--- src/design/rds_text_assembler_macros.svh ---
// assertion macros for the rds text assembler rtl
`ifndef RDS_TEXT_ASSEMBLER_MACROS_SVH
`define RDS_TEXT_ASSEMBLER_MACROS_SVH

// same-cycle implication under the active-low reset
`define RTA_ASSERT_IMP(lbl, clk, rst_n, ante, cons, msg) \
  lbl: assert property (@(posedge clk) disable iff (!rst_n) (ante) |-> (cons)) \
    else $error(msg);

// next-cycle implication under the active-low reset
`define RTA_ASSERT_NXT(lbl, clk, rst_n, ante, cons, msg) \
  lbl: assert property (@(posedge clk) disable iff (!rst_n) (ante) |=> (cons)) \
    else $error(msg);

`endif

--- src/design/rta_pkg.sv ---
// shared types and constants of the rds text assembler
package rta_pkg;

  localparam int NAME_LEN    = 8;
  localparam int TEXT_LEN    = 64;
  localparam int CHAR_W      = 7;
  localparam int CHUNK_CHARS = 8;
  localparam int CHUNK_W     = CHAR_W * CHUNK_CHARS;
  localparam int TEXT_CHUNKS = TEXT_LEN / CHUNK_CHARS;
  localparam int NUM_CHUNKS  = TEXT_CHUNKS + 1;
  localparam int RT_SEG_CHARS = 4;
  localparam int PS_SEG_CHARS = 2;
  localparam int TEXT_MIN_LONG = 60;

  typedef logic [CHAR_W-1:0]  char_t;
  typedef logic [CHUNK_W-1:0] chunk_t;
  typedef logic [3:0]         chunk_idx_t;
  typedef logic [16:0]        freq_t;

  localparam freq_t      FREQ_RESET   = 17'd87500;
  localparam chunk_idx_t FIRST_CHUNK  = 4'd0;
  localparam chunk_idx_t LAST_CHUNK   = 4'(NUM_CHUNKS - 1);

  // group type codes in block b bits 15..12, version in bit 11
  localparam logic [3:0] GRP_TYPE_PS = 4'd0;
  localparam logic [3:0] GRP_TYPE_RT = 4'd2;
  localparam logic       GRP_VER_A   = 1'b0;
  localparam logic [3:0] TEXT_END_SEG = 4'd15;

  localparam char_t CHAR_CR    = 7'h0d;
  localparam char_t CHAR_LF    = 7'h0a;
  localparam char_t CHAR_SPACE = 7'h20;

  typedef enum logic {
    DONE_NAME = 1'b0,
    DONE_TEXT = 1'b1
  } done_kind_e;

  // per-group control handed to the staging units
  typedef struct packed {
    logic fire;
    logic wipe;
    logic is_ps;
    logic is_rt;
  } grp_ctl_t;

  typedef struct packed {
    logic       launch;
    done_kind_e kind;
  } emit_ctl_t;

  typedef struct packed {
    logic busy;
    logic free;
  } emit_st_t;

endpackage

--- src/design/rta_if.sv ---
// handshake channels for rds groups and published chunks

interface rta_group_if;
  logic        valid;
  logic        ready;
  logic [15:0] block_a;
  logic [15:0] block_b;
  logic [15:0] block_c;
  logic [15:0] block_d;
  logic        clear_first;

  modport source (output valid, output block_a, output block_b, output block_c,
                  output block_d, output clear_first, input ready);
  modport sink   (input valid, input block_a, input block_b, input block_c,
                  input block_d, input clear_first, output ready);
endinterface

interface rta_chunk_if;
  logic        valid;
  logic        ready;
  logic [15:0] prog_id;
  logic [4:0]  prog_type;
  logic        done_kind;
  logic [3:0]  chunk_index;
  logic [55:0] chunk_chars;
  logic [16:0] freq_khz;
  logic        last;

  modport source (output valid, output prog_id, output prog_type, output done_kind,
                  output chunk_index, output chunk_chars, output freq_khz,
                  output last, input ready);
  modport sink   (input valid, input prog_id, input prog_type, input done_kind,
                  input chunk_index, input chunk_chars, input freq_khz,
                  input last, output ready);
endinterface

--- src/design/rta_name_unit.sv ---
// service name staging, completion check and published name
module rta_name_unit (
  input  logic             clk_i,
  input  logic             rst_ni,
  input  rta_pkg::grp_ctl_t ctl_i,
  input  logic [1:0]       seg_i,
  input  rta_pkg::char_t   d_hi_i,
  input  rta_pkg::char_t   d_lo_i,
  output logic             done_o,
  output rta_pkg::chunk_t  name_chunk_o
);
  import rta_pkg::*;

  char_t stage_q [NAME_LEN];
  char_t stage_d [NAME_LEN];
  char_t pub_q   [NAME_LEN];
  char_t pub_d   [NAME_LEN];
  char_t upd     [NAME_LEN];
  logic [NAME_LEN-1:0] nz;

  always_comb begin
    for (int i = 0; i < NAME_LEN; i++) begin
      upd[i] = ctl_i.wipe ? '0 : stage_q[i];
      if (ctl_i.is_ps && (seg_i == 2'(i / PS_SEG_CHARS))) begin
        upd[i] = ((i % PS_SEG_CHARS) == 0) ? d_hi_i : d_lo_i;
      end
      nz[i] = |upd[i];
    end
  end

  assign done_o = ctl_i.fire && ctl_i.is_ps && (&nz);

  always_comb begin
    for (int i = 0; i < NAME_LEN; i++) begin
      stage_d[i] = stage_q[i];
      pub_d[i]   = pub_q[i];
      if (ctl_i.fire) begin
        stage_d[i] = done_o ? '0 : upd[i];
        if (done_o) begin
          pub_d[i] = upd[i];
        end else if (ctl_i.wipe) begin
          pub_d[i] = '0;
        end
      end
    end
  end

  always_ff @(posedge clk_i or negedge rst_ni) begin
    if (!rst_ni) begin
      for (int i = 0; i < NAME_LEN; i++) begin
        stage_q[i] <= '0;
        pub_q[i]   <= '0;
      end
    end else begin
      for (int i = 0; i < NAME_LEN; i++) begin
        stage_q[i] <= stage_d[i];
        pub_q[i]   <= pub_d[i];
      end
    end
  end

  // first char in the high bits
  for (genvar j = 0; j < NAME_LEN; j++) begin : g_pack
    assign name_chunk_o[CHUNK_W-1-j*CHAR_W -: CHAR_W] = pub_q[j];
  end

endmodule

--- src/design/rta_text_unit.sv ---
// radiotext staging, end detection and published text
module rta_text_unit (
  input  logic             clk_i,
  input  logic             rst_ni,
  input  rta_pkg::grp_ctl_t ctl_i,
  input  logic [3:0]       seg_i,
  input  logic             ab_i,
  input  rta_pkg::char_t   c_hi_i,
  input  rta_pkg::char_t   c_lo_i,
  input  rta_pkg::char_t   d_hi_i,
  input  rta_pkg::char_t   d_lo_i,
  output logic             done_o,
  output rta_pkg::chunk_t  text_chunks_o [rta_pkg::TEXT_CHUNKS]
);
  import rta_pkg::*;

  char_t stage_q [TEXT_LEN];
  char_t stage_d [TEXT_LEN];
  char_t pub_q   [TEXT_LEN];
  char_t pub_d   [TEXT_LEN];
  char_t upd     [TEXT_LEN];
  char_t seg_chars [RT_SEG_CHARS];
  logic  ab_q, ab_d;
  logic  wipe_stage;
  logic [TEXT_LEN-1:0] nz, blank, crlf;
  logic [TEXT_LEN:0]   pre;     // chars below this place are all nonzero
  logic [TEXT_LEN:0]   end_at;  // length equals this place and the text ends there
  logic  long_text, ended;

  assign seg_chars[0] = c_hi_i;
  assign seg_chars[1] = c_lo_i;
  assign seg_chars[2] = d_hi_i;
  assign seg_chars[3] = d_lo_i;

  // a toggled a/b flag starts a new message
  assign wipe_stage = ctl_i.wipe || (ctl_i.is_rt && (ab_i != ab_q));

  always_comb begin
    for (int i = 0; i < TEXT_LEN; i++) begin
      upd[i] = wipe_stage ? '0 : stage_q[i];
      if (ctl_i.is_rt && (seg_i == 4'(i / RT_SEG_CHARS))) begin
        upd[i] = seg_chars[i % RT_SEG_CHARS];
      end
      nz[i]    = |upd[i];
      blank[i] = nz[i] && (upd[i] <= CHAR_SPACE);
      crlf[i]  = (upd[i] == CHAR_CR) || (upd[i] == CHAR_LF);
    end
  end

  assign pre[0] = 1'b1;
  for (genvar p = 1; p <= TEXT_LEN; p++) begin : g_pre
    assign pre[p] = &nz[p-1:0];
  end

  // texts shorter than two chars never end early
  assign end_at[1:0] = 2'b00;

  // end of text: cr or lf among the trailing chars, or two trailing blanks
  for (genvar p = 2; p <= TEXT_LEN; p++) begin : g_end
    logic len_here;
    if (p < TEXT_LEN) begin : g_mid
      assign len_here = pre[p] && !nz[p];
    end else begin : g_full
      assign len_here = pre[p];
    end
    if (p == 2) begin : g_two
      assign end_at[p] = len_here && crlf[p-1];
    end else if (p == 3) begin : g_three
      assign end_at[p] = len_here && (crlf[p-1] || (blank[p-1] && crlf[p-2]));
    end else begin : g_more
      assign end_at[p] = len_here &&
                         (crlf[p-1] || (blank[p-1] && (crlf[p-2] || blank[p-2])));
    end
  end

  assign ended     = |end_at;
  assign long_text = (seg_i == TEXT_END_SEG) && pre[TEXT_MIN_LONG+1];
  assign done_o    = ctl_i.fire && ctl_i.is_rt && (long_text || ended);

  always_comb begin
    ab_d = (ctl_i.fire && ctl_i.is_rt) ? ab_i : ab_q;
    for (int i = 0; i < TEXT_LEN; i++) begin
      stage_d[i] = stage_q[i];
      pub_d[i]   = pub_q[i];
      if (ctl_i.fire) begin
        stage_d[i] = done_o ? '0 : upd[i];
        if (done_o) begin
          pub_d[i] = upd[i];
        end else if (ctl_i.wipe) begin
          pub_d[i] = '0;
        end
      end
    end
  end

  always_ff @(posedge clk_i or negedge rst_ni) begin
    if (!rst_ni) begin
      ab_q <= 1'b0;
      for (int i = 0; i < TEXT_LEN; i++) begin
        stage_q[i] <= '0;
        pub_q[i]   <= '0;
      end
    end else begin
      ab_q <= ab_d;
      for (int i = 0; i < TEXT_LEN; i++) begin
        stage_q[i] <= stage_d[i];
        pub_q[i]   <= pub_d[i];
      end
    end
  end

  for (genvar k = 0; k < TEXT_CHUNKS; k++) begin : g_chunk
    for (genvar j = 0; j < CHUNK_CHARS; j++) begin : g_char
      assign text_chunks_o[k][CHUNK_W-1-j*CHAR_W -: CHAR_W] = pub_q[k*CHUNK_CHARS+j];
    end
  end

endmodule

--- src/design/rta_chunk_emitter.sv ---
// steps through the nine chunks of a published bundle
module rta_chunk_emitter (
  input  logic               clk_i,
  input  logic               rst_ni,
  input  rta_pkg::emit_ctl_t emit_ctl_i,
  input  logic [15:0]        pi_i,
  input  logic [4:0]         pty_i,
  input  rta_pkg::freq_t     freq_i,
  input  rta_pkg::chunk_t    name_chunk_i,
  input  rta_pkg::chunk_t    text_chunks_i [rta_pkg::TEXT_CHUNKS],
  output rta_pkg::emit_st_t  emit_st_o,
  rta_chunk_if.source        chunk_o
);
  import rta_pkg::*;

  logic       busy_q, busy_d;
  chunk_idx_t idx_q, idx_d;
  done_kind_e kind_q, kind_d;
  logic [2:0] text_idx;
  logic       take;

  assign take     = busy_q && chunk_o.ready;
  assign text_idx = 3'(idx_q - 4'd1);

  always_comb begin
    busy_d = busy_q;
    idx_d  = idx_q;
    kind_d = kind_q;
    if (emit_ctl_i.launch) begin
      busy_d = 1'b1;
      idx_d  = FIRST_CHUNK;
      kind_d = emit_ctl_i.kind;
    end else if (take) begin
      if (idx_q == LAST_CHUNK) begin
        busy_d = 1'b0;
      end else begin
        idx_d = idx_q + 4'd1;
      end
    end
  end

  always_ff @(posedge clk_i or negedge rst_ni) begin
    if (!rst_ni) begin
      busy_q <= 1'b0;
      idx_q  <= FIRST_CHUNK;
      kind_q <= DONE_NAME;
    end else begin
      busy_q <= busy_d;
      idx_q  <= idx_d;
      kind_q <= kind_d;
    end
  end

  assign emit_st_o.busy = busy_q;
  assign emit_st_o.free = !busy_q || (take && (idx_q == LAST_CHUNK));

  assign chunk_o.valid       = busy_q;
  assign chunk_o.prog_id     = pi_i;
  assign chunk_o.prog_type   = pty_i;
  assign chunk_o.done_kind   = kind_q;
  assign chunk_o.chunk_index = idx_q;
  assign chunk_o.chunk_chars = (idx_q == FIRST_CHUNK) ? name_chunk_i
                                                      : text_chunks_i[text_idx];
  assign chunk_o.freq_khz    = freq_i;
  assign chunk_o.last        = (idx_q == LAST_CHUNK);

endmodule

--- src/design/rds_text_assembler.sv ---
// top level: rds service name and radiotext assembler
// flow: a group is registered at acceptance and processed once the emitter is free;
//   the first chunk of a completed bundle shows on the output in the cycle after processing
// throughput: one group per cycle while nothing completes; a completion holds the
//   chunk emitter for nine output items, the next group waits in the input register
// reset: staging and published stores, pi, pty and a/b flag clear to zero,
//   tuned frequency to 87500 khz; no clearing pass, ready right after reset
module rds_text_assembler (
  input  logic           clk_i,
  input  logic           rst_ni,
  rta_group_if.sink      group_i,
  rta_chunk_if.source    chunk_o,
  input  logic           cfg_we_i,
  input  rta_pkg::freq_t cfg_wdata_i
);
  import rta_pkg::*;

  `include "rds_text_assembler_macros.svh"

  // input register: holds one group until the emitter can take a bundle
  logic        s1_valid_q, s1_valid_d;
  logic [15:0] a_q, b_q, c_q, d_q;
  logic        clr_q;
  logic        accept;
  logic        proc_fire;

  // published pi and pty, tuned frequency
  logic [15:0] pi_q, pi_d;
  logic [4:0]  pty_q, pty_d;
  freq_t       freq_q;

  grp_ctl_t    grp_ctl;
  emit_ctl_t   emit_ctl;
  emit_st_t    emit_st;
  logic        name_done, text_done;
  chunk_t      name_chunk;
  chunk_t      text_chunks [TEXT_CHUNKS];

  // a group is worked on once no earlier bundle still needs the published stores
  assign proc_fire     = s1_valid_q && emit_st.free;
  assign group_i.ready = !s1_valid_q || proc_fire;
  assign accept        = group_i.valid && group_i.ready;
  assign s1_valid_d    = accept || (s1_valid_q && !proc_fire);

  always_ff @(posedge clk_i or negedge rst_ni) begin
    if (!rst_ni) begin
      s1_valid_q <= 1'b0;
    end else begin
      s1_valid_q <= s1_valid_d;
    end
  end

  // payload needs no reset, it is qualified by the valid flag
  always_ff @(posedge clk_i) begin
    if (accept) begin
      a_q   <= group_i.block_a;
      b_q   <= group_i.block_b;
      c_q   <= group_i.block_c;
      d_q   <= group_i.block_d;
      clr_q <= group_i.clear_first;
    end
  end

  // group decode: type 0 of either version carries the name, 2a the radiotext
  assign grp_ctl.fire  = proc_fire;
  assign grp_ctl.wipe  = clr_q;
  assign grp_ctl.is_ps = (b_q[15:12] == GRP_TYPE_PS);
  assign grp_ctl.is_rt = (b_q[15:12] == GRP_TYPE_RT) && (b_q[11] == GRP_VER_A);

  // pi and pty follow every type 0 group, clear_first on any other group wipes them
  always_comb begin
    pi_d  = pi_q;
    pty_d = pty_q;
    if (proc_fire) begin
      if (grp_ctl.is_ps) begin
        pi_d  = a_q;
        pty_d = b_q[9:5];
      end else if (clr_q) begin
        pi_d  = '0;
        pty_d = '0;
      end
    end
  end

  always_ff @(posedge clk_i or negedge rst_ni) begin
    if (!rst_ni) begin
      pi_q   <= '0;
      pty_q  <= '0;
      freq_q <= FREQ_RESET;
    end else begin
      pi_q  <= pi_d;
      pty_q <= pty_d;
      if (cfg_we_i) begin
        freq_q <= cfg_wdata_i;
      end
    end
  end

  rta_name_unit u_name (
    .clk_i        (clk_i),
    .rst_ni       (rst_ni),
    .ctl_i        (grp_ctl),
    .seg_i        (b_q[1:0]),
    .d_hi_i       (d_q[14:8]),
    .d_lo_i       (d_q[6:0]),
    .done_o       (name_done),
    .name_chunk_o (name_chunk)
  );

  rta_text_unit u_text (
    .clk_i         (clk_i),
    .rst_ni        (rst_ni),
    .ctl_i         (grp_ctl),
    .seg_i         (b_q[3:0]),
    .ab_i          (b_q[4]),
    .c_hi_i        (c_q[14:8]),
    .c_lo_i        (c_q[6:0]),
    .d_hi_i        (d_q[14:8]),
    .d_lo_i        (d_q[6:0]),
    .done_o        (text_done),
    .text_chunks_o (text_chunks)
  );

  // a group completes at most one of name or text
  assign emit_ctl.launch = name_done || text_done;
  assign emit_ctl.kind   = text_done ? DONE_TEXT : DONE_NAME;

  rta_chunk_emitter u_emit (
    .clk_i         (clk_i),
    .rst_ni        (rst_ni),
    .emit_ctl_i    (emit_ctl),
    .pi_i          (pi_q),
    .pty_i         (pty_q),
    .freq_i        (freq_q),
    .name_chunk_i  (name_chunk),
    .text_chunks_i (text_chunks),
    .emit_st_o     (emit_st),
    .chunk_o       (chunk_o)
  );

  // a group is only worked on when the last chunk of a bundle leaves or none is out
  `RTA_ASSERT_IMP(a_proc_waits, clk_i, rst_ni, proc_fire, (!emit_st.busy || (chunk_o.ready && chunk_o.last)), "group processed while chunks pending")

  // a bundle launch comes only from a processed group
  `RTA_ASSERT_IMP(a_launch_src, clk_i, rst_ni, emit_ctl.launch, proc_fire, "bundle launched without a group")

  // a launch shows chunk zero next
  `RTA_ASSERT_NXT(a_launch_first, clk_i, rst_ni, emit_ctl.launch, (chunk_o.valid && (chunk_o.chunk_index == FIRST_CHUNK)), "bundle does not start at chunk zero")

  // chunks of a bundle leave in order without gaps
  `RTA_ASSERT_NXT(a_chunk_step, clk_i, rst_ni, (chunk_o.valid && chunk_o.ready && !chunk_o.last && !emit_ctl.launch), (chunk_o.valid && (chunk_o.chunk_index == ($past(chunk_o.chunk_index) + 4'd1))), "chunk index skipped")

endmodule

--- src/flat_wrapper.sv ---
// flat-port wrapper written by rule: the top's interface ports become plain ports
module rds_text_assembler_flat import rta_pkg::*;
  (clk_i, rst_ni, cfg_we_i, cfg_wdata_i, group_i_valid, group_i_block_a, group_i_block_b, group_i_block_c, group_i_block_d, group_i_clear_first, group_i_ready, chunk_o_valid, chunk_o_prog_id, chunk_o_prog_type, chunk_o_done_kind, chunk_o_chunk_index, chunk_o_chunk_chars, chunk_o_freq_khz, chunk_o_last, chunk_o_ready);
  rta_group_if group_i_i ();
  rta_chunk_if chunk_o_i ();
  input  logic clk_i;
  input  logic rst_ni;
  input  logic cfg_we_i;
  input  rta_pkg::freq_t cfg_wdata_i;
  input wire logic [$bits(group_i_i.valid)-1:0] group_i_valid;
  input wire logic [$bits(group_i_i.block_a)-1:0] group_i_block_a;
  input wire logic [$bits(group_i_i.block_b)-1:0] group_i_block_b;
  input wire logic [$bits(group_i_i.block_c)-1:0] group_i_block_c;
  input wire logic [$bits(group_i_i.block_d)-1:0] group_i_block_d;
  input wire logic [$bits(group_i_i.clear_first)-1:0] group_i_clear_first;
  output wire logic [$bits(group_i_i.ready)-1:0] group_i_ready;
  output wire logic [$bits(chunk_o_i.valid)-1:0] chunk_o_valid;
  output wire logic [$bits(chunk_o_i.prog_id)-1:0] chunk_o_prog_id;
  output wire logic [$bits(chunk_o_i.prog_type)-1:0] chunk_o_prog_type;
  output wire logic [$bits(chunk_o_i.done_kind)-1:0] chunk_o_done_kind;
  output wire logic [$bits(chunk_o_i.chunk_index)-1:0] chunk_o_chunk_index;
  output wire logic [$bits(chunk_o_i.chunk_chars)-1:0] chunk_o_chunk_chars;
  output wire logic [$bits(chunk_o_i.freq_khz)-1:0] chunk_o_freq_khz;
  output wire logic [$bits(chunk_o_i.last)-1:0] chunk_o_last;
  input wire logic [$bits(chunk_o_i.ready)-1:0] chunk_o_ready;
  assign group_i_i.valid = group_i_valid;
  assign group_i_i.block_a = group_i_block_a;
  assign group_i_i.block_b = group_i_block_b;
  assign group_i_i.block_c = group_i_block_c;
  assign group_i_i.block_d = group_i_block_d;
  assign group_i_i.clear_first = group_i_clear_first;
  assign group_i_ready = group_i_i.ready;
  assign chunk_o_valid = chunk_o_i.valid;
  assign chunk_o_prog_id = chunk_o_i.prog_id;
  assign chunk_o_prog_type = chunk_o_i.prog_type;
  assign chunk_o_done_kind = chunk_o_i.done_kind;
  assign chunk_o_chunk_index = chunk_o_i.chunk_index;
  assign chunk_o_chunk_chars = chunk_o_i.chunk_chars;
  assign chunk_o_freq_khz = chunk_o_i.freq_khz;
  assign chunk_o_last = chunk_o_i.last;
  assign chunk_o_i.ready = chunk_o_ready;
  rds_text_assembler u_core (.clk_i(clk_i), .rst_ni(rst_ni), .group_i(group_i_i), .chunk_o(chunk_o_i), .cfg_we_i(cfg_we_i), .cfg_wdata_i(cfg_wdata_i));
endmodule
--- config.mk ---
export PLATFORM = sky130hd
export DESIGN_NAME = rds_text_assembler_flat
export DESIGN_NICKNAME = d
export VERILOG_FILES = /design/src/design/rta_pkg.sv /design/src/design/rta_if.sv /design/src/design/rta_name_unit.sv /design/src/design/rta_text_unit.sv /design/src/design/rta_chunk_emitter.sv /design/src/design/rds_text_assembler.sv /design/src/flat_wrapper.sv
export VERILOG_INCLUDE_DIRS = /design/src /design/src/design
export SDC_FILE = /design/constraint.sdc
export NUM_CORES = 2
export LEC_CHECK = 0
export BUFFER_PORTS_ARGS = -buffer_cell sky130_fd_sc_hd__buf_4
export CAP_MARGIN = 30
export CORE_AREA = 2 2 447 449
export DETAILED_ROUTE_END_ITERATION = 7
export DIE_AREA = 0 0 449 451
export PLACE_DENSITY = 0.49
export SLEW_MARGIN = 0
export SYNTH_ARGS = -nofsm -noshare
export SYNTH_HDL_FRONTEND = slang
export SYNTH_SLANG_ARGS = --single-unit
--- constraint.sdc ---
create_clock -name clk_i -period 4.1 [get_ports clk_i]
set_input_delay 0.41 -clock clk_i [delete_from_list [all_inputs] [get_ports clk_i]]
set_output_delay 0.41 -clock clk_i [all_outputs]
set_load 0.01 [all_outputs]
After elaboration in Yosys (flattened, before gate mapping)
Index checks and enable logic that the tools add are counted.
{ "word_totals": {"inputBits": 87, "register_bits": 1117, "output_inout_bits": 102, "word_cells": 1365} }
{ "op_classes": {"order_cmp": 63, "eq_ne": 148, "n_bitwise": 2, "mux": 304, "n_reduce_logical": 689, "n_addsub": 2} }
{ "op_table": {"columns": ["cell", "n"], "rows": [
  ["7-bit 2-to-1 mux", 289],
  ["7-bit by 4-bit == test with 1-bit output (second input constant)", 126],
  ["7-bit OR reduction", 72],
  ["7-bit by 6-bit <= comparator with 1-bit output (second input constant)", 62],
  ["1-bit logical AND", 281],
  ["1-bit logical OR", 192],
  ["56-bit binary-select mux with 3-bit select", 1],
  ["56-bit 2-to-1 mux", 3],
  ["1-bit zero test", 65],
  ["64-bit AND reduction", 1],
  ["63-bit AND reduction", 1],
  ["63-bit OR reduction", 1],
  ["62-bit AND reduction", 1],
  ["61-bit AND reduction", 1],
  ["60-bit AND reduction", 1],
  ["59-bit AND reduction", 1],
  ["58-bit AND reduction", 1],
  ["57-bit AND reduction", 1],
  ["56-bit AND reduction", 1],
  ["55-bit AND reduction", 1],
  ["54-bit AND reduction", 1],
  ["53-bit AND reduction", 1],
  ["52-bit AND reduction", 1],
  ["51-bit AND reduction", 1],
  ["69 further kinds", 102]
]} }

Depth between registers and ports, before layout
{ "depth": {"word_depth": 18, "depth_mapped": 21, "ltp_nobuf": 12} }

Cells and area by module
From an unflattened synthesis, not the netlist that was laid out.
{ "hier_totals": {"hier_cells": 6734, "area_unflattened_um2": 64515.6} }
{ "by_module_without_submodules": {"columns": ["module", "area_each_um2", "cells_each", "n_inst", "seq_area_each_um2"], "rows": [
  ["rta_text_unit", 49812.8, 5330, 1, 22446.5],
  ["rta_name_unit", 6094.6, 722, 1, 2802.7],
  ["rta_chunk_emitter", 5275.1, 529, 1, 150.1],
  ["rds_text_assembler", 3333.2, 153, 1, 2788.9]
]} }

Worst setup path after synthesis
OpenSTA, ideal clock, no wires.
{ "synth_timing": {"path_kind": "register -> register", "startpoint": "register u_core.b_q[2]", "endpoint": "register u_core.u_emit.busy_q, in the netlist u_core.u_emit.chunk_o.valid", "setup_slack_ns": 0.033, "required_time_ns": 3.962, "stages_incl_launch_ff": 18, "path_buffers": 6, "setup_time_ns": 0.138, "t_arrival_ns": 3.928, "period_less_slack_ns": 4.067, "path_cell_list": "edfxtp_1 buf_2 or4b_4 or3_1 clkbuf_1 clkbuf_1 a31oi_1 mux2i_1 o31a_1 o22ai_1 a31oi_1 nor4_2 nand2_1 o21bai_1 buf_2 buf_2 clkbuf_1 nand3_1"} }
{ "synth_between": {"elab_chain_cells": 15, "elab_cells_between_ends": 917, "classes_between": "order compare (62); eq/ne (141); mux (65); reduce/logical (649)"} }
{ "synth_rtl": {"columns": ["item", "line", "source"], "rows": [
  ["start: declaration", "rds_text_assembler.sv:22", "logic [15:0] a_q, b_q, c_q, d_q;"],
  ["start signal: assignment", "rds_text_assembler.sv:57", "b_q <= group_i.block_b;"],
  ["4-bit by 1-bit == test with 1-bit output, or another cell as far along", "rta_text_unit.sv:41", "if (ctl_i.is_rt && (seg_i == 4'(i / RT_SEG_CHARS))) begin"],
  ["1-bit logical AND", "rta_text_unit.sv:41", null],
  ["7-bit 2-to-1 mux", "rta_text_unit.sv:41", null],
  ["7-bit by 6-bit <= comparator with 1-bit output, or another cell as far along", "rta_text_unit.sv:45", "blank[i] = nz[i] && (upd[i] <= CHAR_SPACE);"],
  ["1-bit logical AND / 1-bit logical OR (equally long branches)", "rta_text_unit.sv:45, rta_text_unit.sv:46", null],
  ["1-bit logical OR", "rta_text_unit.sv:72", "(crlf[p-1] || (blank[p-1] && (crlf[p-2] || blank[p-2])));"],
  ["1-bit logical AND", "rta_text_unit.sv:72", null],
  ["1-bit logical OR", "rta_text_unit.sv:72", null],
  ["1-bit logical AND", "rta_text_unit.sv:71", "assign end_at[p] = len_here &&"],
  ["63-bit OR reduction", "rta_text_unit.sv:76", "assign ended = |end_at;"],
  ["1-bit logical OR (*)", "rta_text_unit.sv:78", "assign done_o = ctl_i.fire && ctl_i.is_rt && (long_text || ended);"],
  ["1-bit logical AND (*)", "rta_text_unit.sv:78", null],
  ["1-bit logical OR (*)", "rds_text_assembler.sv:125", "assign emit_ctl.launch = name_done || text_done;"],
  ["2-bit nonzero test (no line)", null, null],
  ["2-bit AND reduction (no line)", null, null],
  ["end signal: assignment", "rta_chunk_emitter.sv:48", "busy_q <= busy_d;"],
  ["end: declaration", "rta_chunk_emitter.sv:16", "logic busy_q, busy_d;"]
]} }
Every way passes the cells marked *; elsewhere a longest branch is shown, timed or not.
A chain may end at the register's enable or synchronous reset.

Final worst setup path
{ "layout_timing": {"startpoint": "register u_core.b_q[2]", "endpoint": "register u_core.u_text.stage_q[276] (netlist name)"} }
{ "layout_between": {"elab_chain_cells": 13, "elab_cells_between_ends": 913, "classes_between": "order compare (62); eq/ne (141); mux (65); reduce/logical (645)"} }
{ "layout_rtl": {"columns": ["item", "line", "source"], "rows": [
  ["4-bit by 1-bit == test with 1-bit output, or another cell as far along", "rta_text_unit.sv:41", null],
  ["1-bit logical AND", "rta_text_unit.sv:41", null],
  ["7-bit 2-to-1 mux", "rta_text_unit.sv:41", null],
  ["7-bit by 6-bit <= comparator with 1-bit output, or another cell as far along", "rta_text_unit.sv:45", null],
  ["1-bit logical AND / 1-bit logical OR (equally long branches)", "rta_text_unit.sv:45, rta_text_unit.sv:46", null],
  ["1-bit logical OR", "rta_text_unit.sv:72", null],
  ["1-bit logical AND", "rta_text_unit.sv:72", null],
  ["1-bit logical OR", "rta_text_unit.sv:72", null],
  ["1-bit logical AND", "rta_text_unit.sv:71", null],
  ["63-bit OR reduction", "rta_text_unit.sv:76", null],
  ["1-bit logical OR", "rta_text_unit.sv:78", null],
  ["1-bit logical AND", "rta_text_unit.sv:78", null],
  ["7-bit 2-to-1 mux (*)", "rta_text_unit.sv:86", "stage_d[i] = done_o ? '0 : upd[i];"],
  ["end signal: indexed assignment", "rta_text_unit.sv:106", "stage_q[i] <= stage_d[i];"],
  ["end: declaration", "rta_text_unit.sv:17", "char_t stage_q [TEXT_LEN];"]
]} }
Marked as above.

==> flow_summary.toml <==
[worst_hold_path]
hp-start = "cfg_we_i"
hold_depth = 2
hp-class = "input port to register"
whs_endpoint = "u_core.freq_q[14]$_DFFE_PN1P_"

[worst_setup_path]
required_ps = 4760
path_common_cell = "buf_12"
worstSetupPathType = "register to register"
cpPeakStageDelay_ps = 530
timing.rr.end = "u_core.u_text.stage_q[276]$_DFFE_PN0P_"
cp_slowest_cell = "or4b_4"
reg2reg_depth = 20
worstSetupEndpointType = "register"
r2r_start = "u_core.b_q[2]$_DFFE_PP_"
rrSetupSlack_ps = -820
cp_max_fo = 29
worstPathArrival_ps = 5580
crit_family = "compound AO/OA/AOI/OAI gates"
cp.buffers_inverters = 9
cp_cell_sequence = "buf_12, buf_8, or4b_4, a211oi_4, nor2_1, buf_4, a22oi_1, o2111a_2, nor2b_2, o22ai_1, buf_4, a31oi_4, nor4_4, buf_4, a41oi_4, buf_12, buf_12, buf_16, buf_12, a211oi_1"
cp-start-kind = "register"

[grt]
overflow = 0
grt_pass1_vias = 57400
grt_use_total_pct = 30.4
grt_pass1_wl_mm = 444
grt_max_degree = 151
antenna_found_initial = 20

[power]
p_leak_nw = 35.9
ir_drop_mv = 0.472
total_power_w = 0.0329
powerDensity_nw_per_um2 = 393

[drt]
route.detailed.wl_per_inst_um = 32.5
wirelength_mm = 326
ant_nets = 0
detail_route.first_pass.iterations = 6
avgViaCountPerCell = 6.06
vias = 60800
drt_iter0_markers = 7008
drc = 0

[synth]
syn_area_per_cell_um2 = 10.1
synth-seq-cells = 1114
synth_xor_xnor_area_share_pct = 0.356
yosys.area_share.simple_pct = 15.2
syn-instance-count = 5861
synth-compound-area-share_pct = 25.9
synth_top_flop_cell = "dfrtp_1"
synth_enable_flop_cells = 60
postSynth.asyncResetShare_pct = 94.6
yosys.cell_types.count = 103
synthAdderAreaFrac_pct = 0.0424
synthesis.area_um2 = 59000
synth_mux_area_share_pct = 6.31
yosysSeqAreaShare_pct = 47.8
yosys_warnings = 0
syn_nets = 5950
synth_top_family_by_area = "compound AO/OA/AOI/OAI gates"

[floorplanning]
ioPinCount = 189
core_area_um2 = 198000
start_util_pct = 29.8
die_y_um = 451
die_w_um = 449
std_cell_rows = 164
die_area_um2 = 202000

[timing]
finalCritPeriodShare_pct = 120
tns_ps = -638130
fin_crit_ps = 4920
rsz0062_at_grt = "yes"
finalSetupViolCount = 1020
hold_violations = 0
max_freq_ghz = 0.203
worst_slack_ps = -823
fin_worst_skew_ps = 51.4
worstMarginPinSlew_ps = 1100
slew_violations = 0
relSlewSlack_pct = 26.8

[run_status]
violations = "setup timing"
status = "complete, but fails checks"

[finish]
fin_nets = 7345
area_delta_synth_final_pct = 42.0
finalInstanceArea_um2 = 83800
stdcell_count = 10000
drive_gt1_share_pct = 33.1

[clocking]
htreeDepth = 4
clockBufferDepth = 3
clk_pin_slew_worst_paths_ps = 60
cts_tree = "built"
cts_buffers = 138
cts_root_buf = "clkbuf_16"
clock_latency_ps = 850
cts.sinks = 1114

[placed_design]
port_buffers = 183
placed_cell_area_um2 = 73900
place_ws_ps = -1290
hpwl_mm = 231
post-place-cells = 9517
place_congestion = 1.04

[flow_run]
max_cap_violations = 0
## cells in the mapped netlist (all sizes together) (23+ instances only)
master   number  area (µm²)
o22ai        72         450
dfrtp      1045       26200
nand2       197         739
edfxtp       60        1800
a211oi      398        3020
a22oi       137        1030
a21oi       257        1290
mux2i        94         941
or4          42         315
nor3        127         721
nor2b        26         163
o2bb2ai     384        3360
nand3       114         571
and3        143         895
o211ai       35         273
a22o        173        1520
nor3b        71         533
a32o         31         310
nor2        791        2970
mux2         23         259
or3          27         169
a32oi        83         727
clkbuf      408        1540
nand2b       43         269
o21ai       217        1090
nand4        27         169
a31oi       108         682
mux4        112        2520
buf         195         978
inv          34         128
nor4         71         472
## registers in the layout (all words and copies together), names as in the netlist
signal / count
u_core.b_q: 15
u_core.pty_q: 5
u_core.u_name.stage_q: 56
u_core.u_text.stage_q: 448
u_core.u_text.text_chunks_o: 448
u_core.clr_q: 1
u_core.pi_q: 16
u_core.a_q: 16
u_core.freq_q: 17
u_core.u_emit.chunk_o.chunk_index: 4
u_core.c_q: 14
u_core.d_q: 14
u_core.u_text.ab_q: 1
u_core.s1_valid_q: 1
u_core.u_name.name_chunk_o: 56
u_core.u_emit.chunk_o.done_kind: 1
u_core.u_emit.chunk_o.valid: 1
## worst max-delay path by stage
stage | cells past startpoint | startpoint | to
after global placement | 17 | u_core.b_q[2]$_DFFE_PP_ | u_core.u_text.stage_q[334]$_DFFE_PN0P_
after detailed placement | 18 | u_core.b_q[12]$_DFFE_PP_ | u_core.u_text.text_chunks_o[438]$_DFFE_PN0P_
after floorplan | 17 | u_core.b_q[2]$_DFFE_PP_ | u_core.u_emit.chunk_o.valid$_DFFE_PN0P_
after CTS | 21 | u_core.b_q[0]$_DFFE_PP_ | u_core.u_text.text_chunks_o[317]$_DFFE_PN0P_
final | 20 | u_core.b_q[2]$_DFFE_PP_ | u_core.u_text.stage_q[276]$_DFFE_PN0P_
after global routing | 20 | u_core.b_q[2]$_DFFE_PP_ | u_core.u_text.stage_q[275]$_DFFE_PN0P_
## routing by layer
metal / up-vias / global-route usage (%) / routed length, µm
li1: 25500 / - / -
met4: 14 / 18.2 / 23500
met1: 31000 / 40.0 / 131000
met5: - / 0 / 159
met2: 3436 / 45.3 / 140000
met3: 846 / 7.29 / 30900
## area by class of cell
type | count | area [µm²]
Multi-Input combinational cell | 4107 | 29800
Tap cell | 2656 | 3320
Clock buffer | 194 | 3940
Fill cell | 19300 | 114000
Antenna cell | 13 | 32.5
Sequential cell | 1114 | 28200
Clock inverter | 50 | 754
Inverter | 38 | 145
Timing Repair Buffer | 1857 | 17600
## power breakdown
part | total [W] | internal [W] | switching (W)
logic | 0.00785 | 0.00314 | 0.00471
clock network | 0.0129 | 0.00761 | 0.00530
registers | 0.0122 | 0.0116 | 0.000531
total | 0.0329 | 0.0224 | 0.0105
## kinds of logic after synthesis
| kind of cell | after synthesis |
|---|---|
| xor+xnor | 24 |
| buf+inv | 641 |
| flops | 1114 |
| simple gates | 1790 |
| fa+ha+maj | 2 |
| mux | 229 |
| compound gates | 2061 |
## through the flow
step	hold WS [ps]	util (%)
CTS	5.01	40.7
finish	38.0	42.3
detailed placement	460	37.3
floorplan	114	-
global route	61.0	42.2
global placement	451	37.3
## cell usage in the layout, fill, tap and decap left out, drive strengths merged, types with 114 or more instances in the layout
master,instances
nor3,127
a211oi,398
o21ai,217
dfrtp,1045
o2bb2ai,384
and3,143
a21oi,257
a22oi,137
nand2,197
clkbuf,237
nor2,791
nand3,114
buf,1733
a22o,173
## what timing repair did
action	CTS	global route
gates cloned	9	48
hold buffers	81	0
hold endpoints to repair	128	0
setup endpoints to repair	1030	1042
gates resized for setup	144	262
pin swaps	27	68
buffers inserted	44	78
(Power assumes the default switching activity.)
